### src/rtl/core/bmphp_pkg.sv
// ----------------------------------------------------------------------------
// bmphp_pkg
// Shared types, constants and the header field map of the BMP byte parser.
// ----------------------------------------------------------------------------
package bmphp_pkg;

  localparam int MAX_DIM_DEF = 4096;
  localparam int OUT_DATA_W  = 88;

  localparam logic [5:0] RSV_FIRST   = 6'd6;
  localparam logic [5:0] RSV_LAST    = 6'd9;
  localparam logic [5:0] HEADER_LAST = 6'd53;

  localparam logic KIND_HEADER = 1'b0;
  localparam logic KIND_PIXEL  = 1'b1;

  localparam logic [3:0] FLD_SIGNATURE = 4'd0;
  localparam logic [3:0] FLD_SIZE      = 4'd1;
  localparam logic [3:0] FLD_OFFSET    = 4'd2;
  localparam logic [3:0] FLD_INFOSIZE  = 4'd3;
  localparam logic [3:0] FLD_WIDTH     = 4'd4;
  localparam logic [3:0] FLD_HEIGHT    = 4'd5;
  localparam logic [3:0] FLD_PLANES    = 4'd6;
  localparam logic [3:0] FLD_BITCOUNT  = 4'd7;
  localparam logic [3:0] FLD_COMPRESS  = 4'd8;
  localparam logic [3:0] FLD_SIZEIMAGE = 4'd9;
  localparam logic [3:0] FLD_XPELS     = 4'd10;
  localparam logic [3:0] FLD_YPELS     = 4'd11;
  localparam logic [3:0] FLD_CLRUSED   = 4'd12;
  localparam logic [3:0] FLD_CLRIMP    = 4'd13;

  typedef struct packed {
    logic       hit;
    logic [3:0] num;
    logic       half;
  } field_info_t;

  typedef struct packed {
    logic        kind;
    logic [3:0]  fnum;
    logic [31:0] fval;
    logic        dims;
    logic [7:0]  blue;
    logic [7:0]  green;
    logic [7:0]  red;
    logic [11:0] col;
    logic [11:0] row;
    logic        row_last;
    logic        img_last;
  } res_t;

  function automatic field_info_t field_info(input logic [5:0] pos);
    field_info_t fi;
    fi = '0;
    fi.hit = 1'b1;
    unique case (pos)
      6'd1:    begin fi.num = FLD_SIGNATURE; fi.half = 1'b1; end
      6'd5:    fi.num = FLD_SIZE;
      6'd13:   fi.num = FLD_OFFSET;
      6'd17:   fi.num = FLD_INFOSIZE;
      6'd21:   fi.num = FLD_WIDTH;
      6'd25:   fi.num = FLD_HEIGHT;
      6'd27:   begin fi.num = FLD_PLANES; fi.half = 1'b1; end
      6'd29:   begin fi.num = FLD_BITCOUNT; fi.half = 1'b1; end
      6'd33:   fi.num = FLD_COMPRESS;
      6'd37:   fi.num = FLD_SIZEIMAGE;
      6'd41:   fi.num = FLD_XPELS;
      6'd45:   fi.num = FLD_YPELS;
      6'd49:   fi.num = FLD_CLRUSED;
      6'd53:   fi.num = FLD_CLRIMP;
      default: fi.hit = 1'b0;
    endcase
    return fi;
  endfunction

endpackage

### src/rtl/core/bmp_header_and_pixel_parser_top.sv
// ----------------------------------------------------------------------------
// bmp_header_and_pixel_parser_top
// Streaming BMP reader: header fields and 24-bit pixels from a byte stream.
//
// channel | dir | tdata                          | tuser          | tlast
// in_     | in  | byte_value                     | start_of_file  | -
// out_    | out | field..row_last (see port)     | record_kind    | image_last
//
// One byte per cycle while in_tready is high; a byte passes through the input
// register, the parse logic and the result register before its result appears.
// Synchronous active-low reset returns the parser to header byte zero.
// A stalled output holds its result while the input register takes one more
// byte; in_tready drops only when both registers are full.
// ----------------------------------------------------------------------------
module bmp_header_and_pixel_parser_top #(
  parameter int MAX_DIM = bmphp_pkg::MAX_DIM_DEF
) (
  input  logic                              clk,
  input  logic                              rst_n,
  input  logic                              in_tvalid,
  output logic                              in_tready,
  input  logic [7:0]                        in_tdata,   // byte_value
  input  logic [0:0]                        in_tuser,   // start_of_file
  output logic                              out_tvalid,
  input  logic                              out_tready,
  // field_number, field_value, dims_too_large, blue, green, red,
  // pixel_column, pixel_row, row_last, zero fill
  output logic [bmphp_pkg::OUT_DATA_W-1:0]  out_tdata,
  output logic [0:0]                        out_tuser,  // record_kind
  output logic                              out_tlast   // image_last
);

  logic            in_v_r, in_v_nxt;
  logic [7:0]      byte_r;
  logic            sof_r;
  logic            in_fire, s1_fire, adv;
  logic            res_vld;
  bmphp_pkg::res_t res, res_o;

  assign in_tready = !in_v_r || adv;
  assign in_fire   = in_tvalid && in_tready;
  assign s1_fire   = in_v_r && adv;
  assign in_v_nxt  = in_fire ? 1'b1 : (s1_fire ? 1'b0 : in_v_r);

  always_ff @(posedge clk) begin
    if (!rst_n) begin
      in_v_r <= 1'b0;
    end else begin
      in_v_r <= in_v_nxt;
    end
  end

  always_ff @(posedge clk) begin
    if (in_fire) begin
      byte_r <= in_tdata;
      sof_r  <= in_tuser[0];
    end
  end

  bmphp_parser #(
    .MAX_DIM (MAX_DIM)
  ) u_parser (
    .clk      (clk),
    .rst_n    (rst_n),
    .fire     (s1_fire),
    .byte_val (byte_r),
    .sof      (sof_r),
    .res_vld  (res_vld),
    .res      (res)
  );

  bmphp_out_reg u_out_reg (
    .clk       (clk),
    .rst_n     (rst_n),
    .load      (s1_fire && res_vld),
    .res_in    (res),
    .out_ready (out_tready),
    .adv       (adv),
    .out_valid (out_tvalid),
    .res_out   (res_o)
  );

  assign out_tdata = {2'b00, res_o.row_last, res_o.row, res_o.col, res_o.red,
                      res_o.green, res_o.blue, res_o.dims, res_o.fval, res_o.fnum};
  assign out_tuser = res_o.kind;
  assign out_tlast = res_o.img_last;

endmodule

### src/rtl/core/bmphp_parser.sv
// ----------------------------------------------------------------------------
// bmphp_parser
// Parse state and the single-pass next-state and result logic for one byte.
// ----------------------------------------------------------------------------
module bmphp_parser #(
  parameter int MAX_DIM = bmphp_pkg::MAX_DIM_DEF
) (
  input  logic             clk,
  input  logic             rst_n,
  input  logic             fire,
  input  logic [7:0]       byte_val,
  input  logic             sof,
  output logic             res_vld,
  output bmphp_pkg::res_t  res
);

  localparam int DIM_W = (MAX_DIM < 2) ? 2 : $clog2(MAX_DIM + 1);
  localparam logic [31:0] MAX_V = 32'(MAX_DIM);

  localparam logic [1:0] PH_HEADER = 2'd0;
  localparam logic [1:0] PH_PIXEL  = 2'd1;
  localparam logic [1:0] PH_PAD    = 2'd2;
  localparam logic [1:0] PH_IDLE   = 2'd3;

  logic [1:0]       phase_r, phase_nxt, ph_c;
  logic [5:0]       pos_r, pos_nxt, pos_c;
  logic [31:0]      acc_r, acc_nxt, acc_c;
  logic [DIM_W-1:0] w_r, w_nxt, w_c;
  logic [DIM_W-1:0] h_r, h_nxt, h_c;
  logic             wbig_r, wbig_nxt, wbig_c;
  logic             wzero_r, wzero_nxt, wzero_c;
  logic             ok_r, ok_nxt, ok_c;
  logic [DIM_W-1:0] col_r, col_nxt, col_c;
  logic [DIM_W-1:0] row_r, row_nxt, row_c;
  logic [1:0]       comp_r, comp_nxt, comp_c;
  logic [1:0]       pad_r, pad_nxt, pad_c;
  logic [7:0]       hb_r, hb_nxt;
  logic [7:0]       hg_r, hg_nxt;

  bmphp_pkg::field_info_t fi;
  logic [31:0]      fv;
  logic             big;
  logic             rlast, ilast;
  logic [DIM_W:0]   col_p1, row_p1;
  logic [31:0]      col_x, row_x;

  always_comb begin
    ph_c    = sof ? PH_HEADER : phase_r;
    pos_c   = sof ? '0 : pos_r;
    acc_c   = sof ? '0 : acc_r;
    w_c     = sof ? '0 : w_r;
    h_c     = sof ? '0 : h_r;
    wbig_c  = sof ? 1'b0 : wbig_r;
    wzero_c = sof ? 1'b1 : wzero_r;
    ok_c    = sof ? 1'b0 : ok_r;
    col_c   = sof ? '0 : col_r;
    row_c   = sof ? '0 : row_r;
    comp_c  = sof ? '0 : comp_r;
    pad_c   = sof ? '0 : pad_r;

    phase_nxt = ph_c;
    pos_nxt   = pos_c;
    acc_nxt   = acc_c;
    w_nxt     = w_c;
    h_nxt     = h_c;
    wbig_nxt  = wbig_c;
    wzero_nxt = wzero_c;
    ok_nxt    = ok_c;
    col_nxt   = col_c;
    row_nxt   = row_c;
    comp_nxt  = comp_c;
    pad_nxt   = pad_c;
    hb_nxt    = sof ? '0 : hb_r;
    hg_nxt    = sof ? '0 : hg_r;

    res_vld = 1'b0;
    res     = '0;
    fi      = bmphp_pkg::field_info(pos_c);
    fv      = '0;
    big     = 1'b0;
    col_p1  = {1'b0, col_c} + (DIM_W+1)'(1);
    row_p1  = {1'b0, row_c} + (DIM_W+1)'(1);
    rlast   = col_p1 >= {1'b0, w_c};
    ilast   = rlast && (row_p1 >= {1'b0, h_c});
    col_x   = 32'(col_c);
    row_x   = 32'(row_c);

    unique case (ph_c)
      PH_HEADER: begin
        pos_nxt = pos_c + 6'd1;
        if (!(pos_c >= bmphp_pkg::RSV_FIRST && pos_c <= bmphp_pkg::RSV_LAST)) begin
          acc_nxt = {byte_val, acc_c[31:8]};
          if (pos_c >= bmphp_pkg::HEADER_LAST) begin
            phase_nxt = PH_IDLE;
          end
          if (fi.hit) begin
            fv = fi.half ? {16'b0, acc_nxt[31:16]} : acc_nxt;
            res_vld   = 1'b1;
            res.kind  = bmphp_pkg::KIND_HEADER;
            res.fnum  = fi.num;
            res.fval  = fv;
            acc_nxt   = '0;
            if (fi.num == bmphp_pkg::FLD_WIDTH) begin
              w_nxt     = fv[DIM_W-1:0];
              wbig_nxt  = fv > MAX_V;
              wzero_nxt = fv == 32'd0;
            end
            if (fi.num == bmphp_pkg::FLD_HEIGHT) begin
              h_nxt    = fv[DIM_W-1:0];
              big      = wbig_c || (fv > MAX_V);
              res.dims = big;
              ok_nxt   = !big && !wzero_c && (fv != 32'd0);
            end
            if (fi.num == bmphp_pkg::FLD_CLRIMP && ok_c) begin
              phase_nxt = PH_PIXEL;
            end
          end
        end
      end
      PH_PIXEL: begin
        case (comp_c)
          2'd0: begin
            hb_nxt   = byte_val;
            comp_nxt = 2'd1;
          end
          2'd1: begin
            hg_nxt   = byte_val;
            comp_nxt = 2'd2;
          end
          default: begin
            comp_nxt     = 2'd0;
            res_vld      = 1'b1;
            res.kind     = bmphp_pkg::KIND_PIXEL;
            res.blue     = hb_r;
            res.green    = hg_r;
            res.red      = byte_val;
            res.col      = col_x[11:0];
            res.row      = row_x[11:0];
            res.row_last = rlast;
            res.img_last = ilast;
            if (!rlast) begin
              col_nxt = col_c + DIM_W'(1);
            end else if (ilast) begin
              phase_nxt = PH_IDLE;
            end else begin
              col_nxt = '0;
              row_nxt = row_c + DIM_W'(1);
              pad_nxt = w_c[1:0];
              if (w_c[1:0] != 2'd0) begin
                phase_nxt = PH_PAD;
              end
            end
          end
        endcase
      end
      PH_PAD: begin
        pad_nxt = pad_c - 2'd1;
        if (pad_c == 2'd1) begin
          phase_nxt = PH_PIXEL;
        end
      end
      default: begin
      end
    endcase
  end

  always_ff @(posedge clk) begin
    if (!rst_n) begin
      phase_r <= PH_HEADER;
      pos_r   <= '0;
      acc_r   <= '0;
      w_r     <= '0;
      h_r     <= '0;
      wbig_r  <= 1'b0;
      wzero_r <= 1'b1;
      ok_r    <= 1'b0;
      col_r   <= '0;
      row_r   <= '0;
      comp_r  <= '0;
      pad_r   <= '0;
      hb_r    <= '0;
      hg_r    <= '0;
    end else if (fire) begin
      phase_r <= phase_nxt;
      pos_r   <= pos_nxt;
      acc_r   <= acc_nxt;
      w_r     <= w_nxt;
      h_r     <= h_nxt;
      wbig_r  <= wbig_nxt;
      wzero_r <= wzero_nxt;
      ok_r    <= ok_nxt;
      col_r   <= col_nxt;
      row_r   <= row_nxt;
      comp_r  <= comp_nxt;
      pad_r   <= pad_nxt;
      hb_r    <= hb_nxt;
      hg_r    <= hg_nxt;
    end
  end

  a_col_in_row: assert property (@(posedge clk) disable iff (!rst_n)
    (phase_r == PH_PIXEL) |-> (col_r < w_r))
    else $error("column counter beyond image width");

  a_pad_nonzero: assert property (@(posedge clk) disable iff (!rst_n)
    (phase_r == PH_PAD) |-> (pad_r != 2'd0))
    else $error("padding phase with no padding left");

  a_comp_range: assert property (@(posedge clk) disable iff (!rst_n)
    comp_r != 2'd3)
    else $error("component index out of range");

  a_img_last_idle: assert property (@(posedge clk) disable iff (!rst_n)
    (fire && res_vld && res.img_last) |=> (phase_r == PH_IDLE))
    else $error("parser not idle after last pixel");

endmodule

### src/rtl/core/bmphp_out_reg.sv
// ----------------------------------------------------------------------------
// bmphp_out_reg
// Result register of the parser; frees itself in the cycle the result leaves.
// ----------------------------------------------------------------------------
module bmphp_out_reg (
  input  logic             clk,
  input  logic             rst_n,
  input  logic             load,
  input  bmphp_pkg::res_t  res_in,
  input  logic             out_ready,
  output logic             adv,
  output logic             out_valid,
  output bmphp_pkg::res_t  res_out
);

  logic            vld_r, vld_nxt;
  bmphp_pkg::res_t res_r;

  assign adv     = !vld_r || out_ready;
  assign vld_nxt = adv ? load : vld_r;

  always_ff @(posedge clk) begin
    if (!rst_n) begin
      vld_r <= 1'b0;
    end else begin
      vld_r <= vld_nxt;
    end
  end

  always_ff @(posedge clk) begin
    if (adv && load) begin
      res_r <= res_in;
    end
  end

  assign out_valid = vld_r;
  assign res_out   = res_r;

endmodule
### config.mk
export PLATFORM = sky130hd
export DESIGN_NAME = bmp_header_and_pixel_parser_top
export DESIGN_NICKNAME = d
export VERILOG_FILES = /design/src/rtl/core/bmphp_pkg.sv /design/src/rtl/core/bmp_header_and_pixel_parser_top.sv /design/src/rtl/core/bmphp_parser.sv /design/src/rtl/core/bmphp_out_reg.sv
export SDC_FILE = /design/constraint.sdc
export NUM_CORES = 1
export LEC_CHECK = 0
export BUFFER_PORTS_ARGS = -buffer_cell sky130_fd_sc_hd__buf_2
export CAP_MARGIN = 10
export CORE_MARGIN = 1
export CORE_UTILIZATION = 30
export DETAILED_ROUTE_END_ITERATION = 8
export GPL_TIMING_DRIVEN = 1
export SLEW_MARGIN = 20
export SYNTH_ARGS = -nofsm -noshare
export SYNTH_HDL_FRONTEND = slang
export SYNTH_SLANG_ARGS = --single-unit
export TNS_END_PERCENT = 100
### constraint.sdc
create_clock -name clk -period 24.4 [get_ports clk]
set_clock_uncertainty 0.2 [all_clocks]
set_input_delay 6.1 -clock clk [delete_from_list [all_inputs] [get_ports clk]]
set_output_delay 6.1 -clock clk [all_outputs]
set_load 0.005 [all_outputs]
# After elaboration in Yosys (flattened, before gate mapping)
# Cells that the tools add are included.
# Widths: inputs -> output; s select.
# word_totals
output_inout_bits	92
regBits	214
# classes
n_addsub	6
muxes	80
n_reduce_logical	28
eq_ne	21
n_bitwise	4
order_cmp	6
# ops
op	n
$mux 13	20
$mux 32	5
$pmux 4 s13	1
$mux 8	6
$mux 38	1
$mux 37	1
$eq 6x6->1 const B	6
$gt 32x13->1 const B	1
$logic_not 32->1	1
$mux 2	16
$reduce_bool 32->1	1
$eq 6x5->1 const B	5
$add 13x1->14 const B	2
$ge 14x13->1	2
$add 13x1->13 const B	2
$mux 1	23
$reduce_or 14->1	1
$mux 6	2
$logic_and 1x1->1	9
$reduce_or 3->1	3
$eq 4x3->1 const B	2
$pmux 2 s2	2
$add 6x1->6 const B	1
$eq 2x1->1 const B	3
other kinds (18)	29

# Longest topological paths before layout
# logic_depth
depth_word	14
ltp_mapped	21

# By module
# A second synthesis with hierarchy kept.
# unflattened
cells_unflattened	976
area_unflattened_um2	9736.8
# by_module_without_submodules
module	seq_area_each_um2	area_per_inst_um2	n_inst	cells_per_inst
bmphp_parser	2142.1	6675.2	1	864
bmphp_out_reg	2662.6	2700.1	1	93
bmp_header_and_pixel_parser_top	290.3	361.6	1	19

# Worst setup path after synthesis
# Ideal clock, no wire load.
# synth_path
kind	input to register
from	in out_tready
to	reg u_out_reg.res_r (netlist bit u_out_reg.res_out[0]) (enable)
slack_ps	10443
arrival_time_ps	13089
path_stages	4
cell_sequence	nor2b_1 nand2b_1 clkbuf_1 a211oi_1
# synth_via
elab_chain_cells	4
# synth_lines
item	line_no	source
start, declared	bmp_header_and_pixel_parser_top.sv:25	input logic out_tready,
$logic_or 1x1->1 *	bmphp_out_reg.sv:19	assign adv = !vld_r || out_ready;
$logic_and 1x1->1	bmp_header_and_pixel_parser_top.sv:42	assign s1_fire = in_v_r && adv;
$logic_and 1x1->1	bmp_header_and_pixel_parser_top.sv:75	.load (s1_fire && res_vld),
$logic_and 1x1->1 *	bmphp_out_reg.sv:31	if (adv && load) begin
end signal, assigned	bmphp_out_reg.sv:32	res_r <= res_in;
end, declared	bmphp_out_reg.sv:17	bmphp_pkg::res_t res_r;
# Mark *: on every way between the ends. The rest lies on a longest branch, timed or not.
# A chain may end at the register's enable or synchronous reset.

# Worst setup path in the final report
# layout_path
from	in out_tready
to	out in_tready
# layout_via
elab_chain_cells	2
# layout_lines
item	line_no	source
$logic_or 1x1->1	bmphp_out_reg.sv:19	
$logic_or 1x1->1	bmp_header_and_pixel_parser_top.sv:40	assign in_tready = !in_v_r || adv;
end, declared	bmp_header_and_pixel_parser_top.sv:21	output logic in_tready,
# Every way passes these cells.

==> summary.md <==
| Metric | Value |
|---|---|
| CP max-delay cell | nor2b_1 |
| Post-CTS setup buffer count | 0 |
| Max clock buf depth | 3 |
| Antenna Cells | 0 |
| Clock Latency Late Sink | 0.52 ns |
| Clock Root Buffer | clkbuf_16 |
| Final Cell Area | 11600 sq um |
| Total GRT Usage | 0.155 |
| Row cnt | 66 |
| Number of buffers added on ports | 102 |
| Distinct cell type count after synthesis | 70 |
| Final hold vios | 0 |
| DRC viols | 0 |
| Final ANT Viol Nets | 0 |
| Post-CTS Resized | 0 |
| Synthesized flop and latch total | 206 |
| Worst stage delay on the critical path | 0.23 ns |
| Critical path capture point type | output port |
| Setup_tns | 0 ns |
| Post-Synthesis Cells | 1023 |
| Initial antenna violation count | 0 |
| PD cells | 64.5 nW/um^2 |
| Post-Syn Area | 9950 sq um |
| Remaining Overflow, GRT | 0 |
| Worst endpoint data arrival time | 6.66 ns |
| Placed cells | 1509 |
| Boundary Pins | 105 |
| Detailed-route vias per instance | 5.23 |
| CTS tree | yes |
| Worst setup margin | 11.44 ns |
| Total Nets Final | 1141 |
| Area growth syn-to-layout | 16.7% |
| Drt pass-1 iters | 8 |
| Largest net degree at the start of global routing | 89 |
| Initial detailed-routing violation count | 694 |
| FF-to-FF setup slack | 18.96 ns |
| Post-Route WL | 26.5 mm |
| Post-synth EDFFs | 97 |
| Max Fclk | 0.0771 GHz |
| H-tree levels | 1 |
| Non-Filler Instances | 1549 |
| Crit share post-route | 0.531 |
| Minimum clock period | 12.96 ns |
| Synth warn | 0 |
| Die width | 184 um |
| Die Area | 33900 sq um |
| Crit path depth | 4 |
| CP Cell Sequence | buf_2 -> nor2b_1 -> nand2_1 -> buf_2 |
| Area of the multi-input gates | 4520 sq um |
| Hold Path Origin | u_parser.phase_r[1] |
| Layout cells sized above 1 | 0.157 |
| Place WS | 11.44 ns |
| Total CTS buffers | 22 |
| Vias in the first global route | 7500 |
| CP most frequent cell | buf_2 |
| Reg2reg end | u_parser.col_r[9] |
| Placed inst area | 10800 sq um |
| Seq/Total Area, Yosys | 0.512 |
| Reg area | 5090 sq um |
| Worst VDD drop | 0.0343 mV |
| Mean cell area of the mapped netlist | 9.72 sq um |
| Core Box Area | 32600 sq um |
| Vias | 8099 |
| Rel. slew slack | 0.223 |
| Leak | 4.58 nW |
| CTS Sinks | 206 |
| Worst r2r src | sof_r |
| Drt wl/cell | 17.1 um |
| CP required | 18.10 ns |
| Final Setup Violations | 0 |
| RSZ-0062 raised after global routing | false |
| Fill cells | 3310 |
| Max cap viols | 0 |
| Starting Density | 0.305 |
| Overall power | 0.749 mW |
| Worst Path Max Fanout | 5 |
| Crit path from | out_tready |
| Critical path endpoint | in_tready |
| Outcome | finished clean |
| WS Path Type | in -> out |
| Gpl congestion | 0.845 |
| First-pass GRT wire length | 41.9 mm |
| Hold_buf cts | 0 |
| Cell family contributing the most delay on the critical path | simple AND/OR/NAND/NOR gates |
| Tightest Pin Transition | 1.15 ns |
| Hpwl dp | 18.1 mm |
| Die Ht | 184 um |
| Hold/Removal Path Class | reg -> reg |
| R2R depth | 17 |
| Buf/Inv on CP | 2 |
| Max Slew Vio Count | 0 |
| Ys flop type | dfxtp_1 |
| Clk pin slew, worst setup/hold paths | 0.07 ns |
| Critical path launch point type | input pin |
| Async SR Flop Fraction | 0 |
[worst min-delay path, cell delays in order (launching register included)]
cell and delay [ns]:
dfxtp_1 0.31, nand2_1 0.05, a21oi_1 0.05
[cell type report]
type,instances,area share
flip-flops and latches,206,0.439
repair buffers,117,0.0537
clock buffers,28,0.0538
multi-input cells,728,0.389
well taps,442,0.0476
clock inverters,12,0.0119
inverters,16,0.00517
[how the worst min path moves through the flow]
stage	endpoint	depth (start not counted)
2_1_floorplan	u_parser.phase_r[1]	2
4_1_cts	u_parser.phase_r[1]	2
3_5_place_dp	u_parser.phase_r[1]	2
3_3_place_gp	u_parser.phase_r[1]	2
5_1_grt	u_parser.phase_r[1]	2
6_report	u_parser.phase_r[1]	2
[layer usage]
| metal | track usage | up-vias | share of wire |
|---|---|---|---|
| met5 | 0 | - | 0 |
| met3 | 0.0295 | 42 | 0.066 |
| met4 | 0.0483 | 0 | 0.024 |
| met1 | 0.210 | 3902 | 0.45 |
| met2 | 0.248 | 243 | 0.46 |
| li1 | - | 3912 | - |
[power by group]
part / internal (mW) / switching (mW)
Combinational: 0.00832 / 0.0244
Sequential: 0.363 / 0.00550
Clock: 0.205 / 0.143
Total: 0.576 / 0.173
[Yosys cell counts (all sizes together) (10+ instances only)]
cell type	n	share of area
nor2b	25	0.016
nand4	12	0.0075
inv	15	0.0057
nand3	29	0.015
mux2i	10	0.011
nor3	19	0.010
nand2	88	0.033
o21ai	49	0.025
or3	10	0.0063
buf	11	0.0065
ha	37	0.047
a21oi	48	0.025
nor2	112	0.042
nor4	11	0.0069
edfxtp	97	0.29
clkbuf	63	0.024
a22oi	69	0.052
and2	27	0.017
dfxtp	109	0.22
and3	49	0.031
[flip-flops by register name, indices dropped and copies added (netlist names), 2 cells and up]
| register | cells |
|---|---|
| u_parser.pad_r | 2 |
| u_parser.comp_r | 2 |
| u_parser.w_r | 13 |
| u_parser.acc_r | 24 |
| u_parser.phase_r | 2 |
| u_parser.hg_r | 8 |
| u_parser.pos_r | 6 |
| u_parser.h_r | 13 |
| u_parser.hb_r | 8 |
| u_out_reg.res_out | 88 |
| u_parser.col_r | 13 |
| byte_r | 8 |
| u_parser.row_r | 13 |
[cells in the final DEF, fill, tap and decap left out, types with 25 or more instances in the layout]
cell | synthesis | layout
a21oi_1 | 47 | 47
nand2_1 | 88 | 88
nor2b_1 | 25 | 25
and3_1 | 49 | 49
o21ai_0 | 46 | 46
nor2_1 | 112 | 112
a22oi_1 | 69 | 69
edfxtp_1 | 97 | 97
nand3_1 | 29 | 29
and2_1 | 27 | 27
dfxtp_1 | 109 | 109
buf_2 | 1 | 102
ha_1 | 37 | 37
[per-stage QoR]
stage                util  hold slack [ns]
finish              0.356            0.255
global route        0.356            0.267
CTS                 0.356            0.257
detailed placement  0.332            0.247
global placement    0.332            0.243
floorplan               -            0.237
[cell families (layout without fill, tap and decap cells)]
kind of cell,Yosys count,after routing,share of synthesized area
AND/OR/NAND/NOR,412,412,0.207
AO/OA/AOI/OAI,250,250,0.171
flip-flops,206,206,0.512
buffers and inverters,90,173,0.0364
adder cells (fa/ha/maj),37,37,0.0465
XOR/XNOR,16,16,0.0141
multiplexers,11,11,0.0125
other,1,2,0.000377
(Power assumes the default switching activity.)
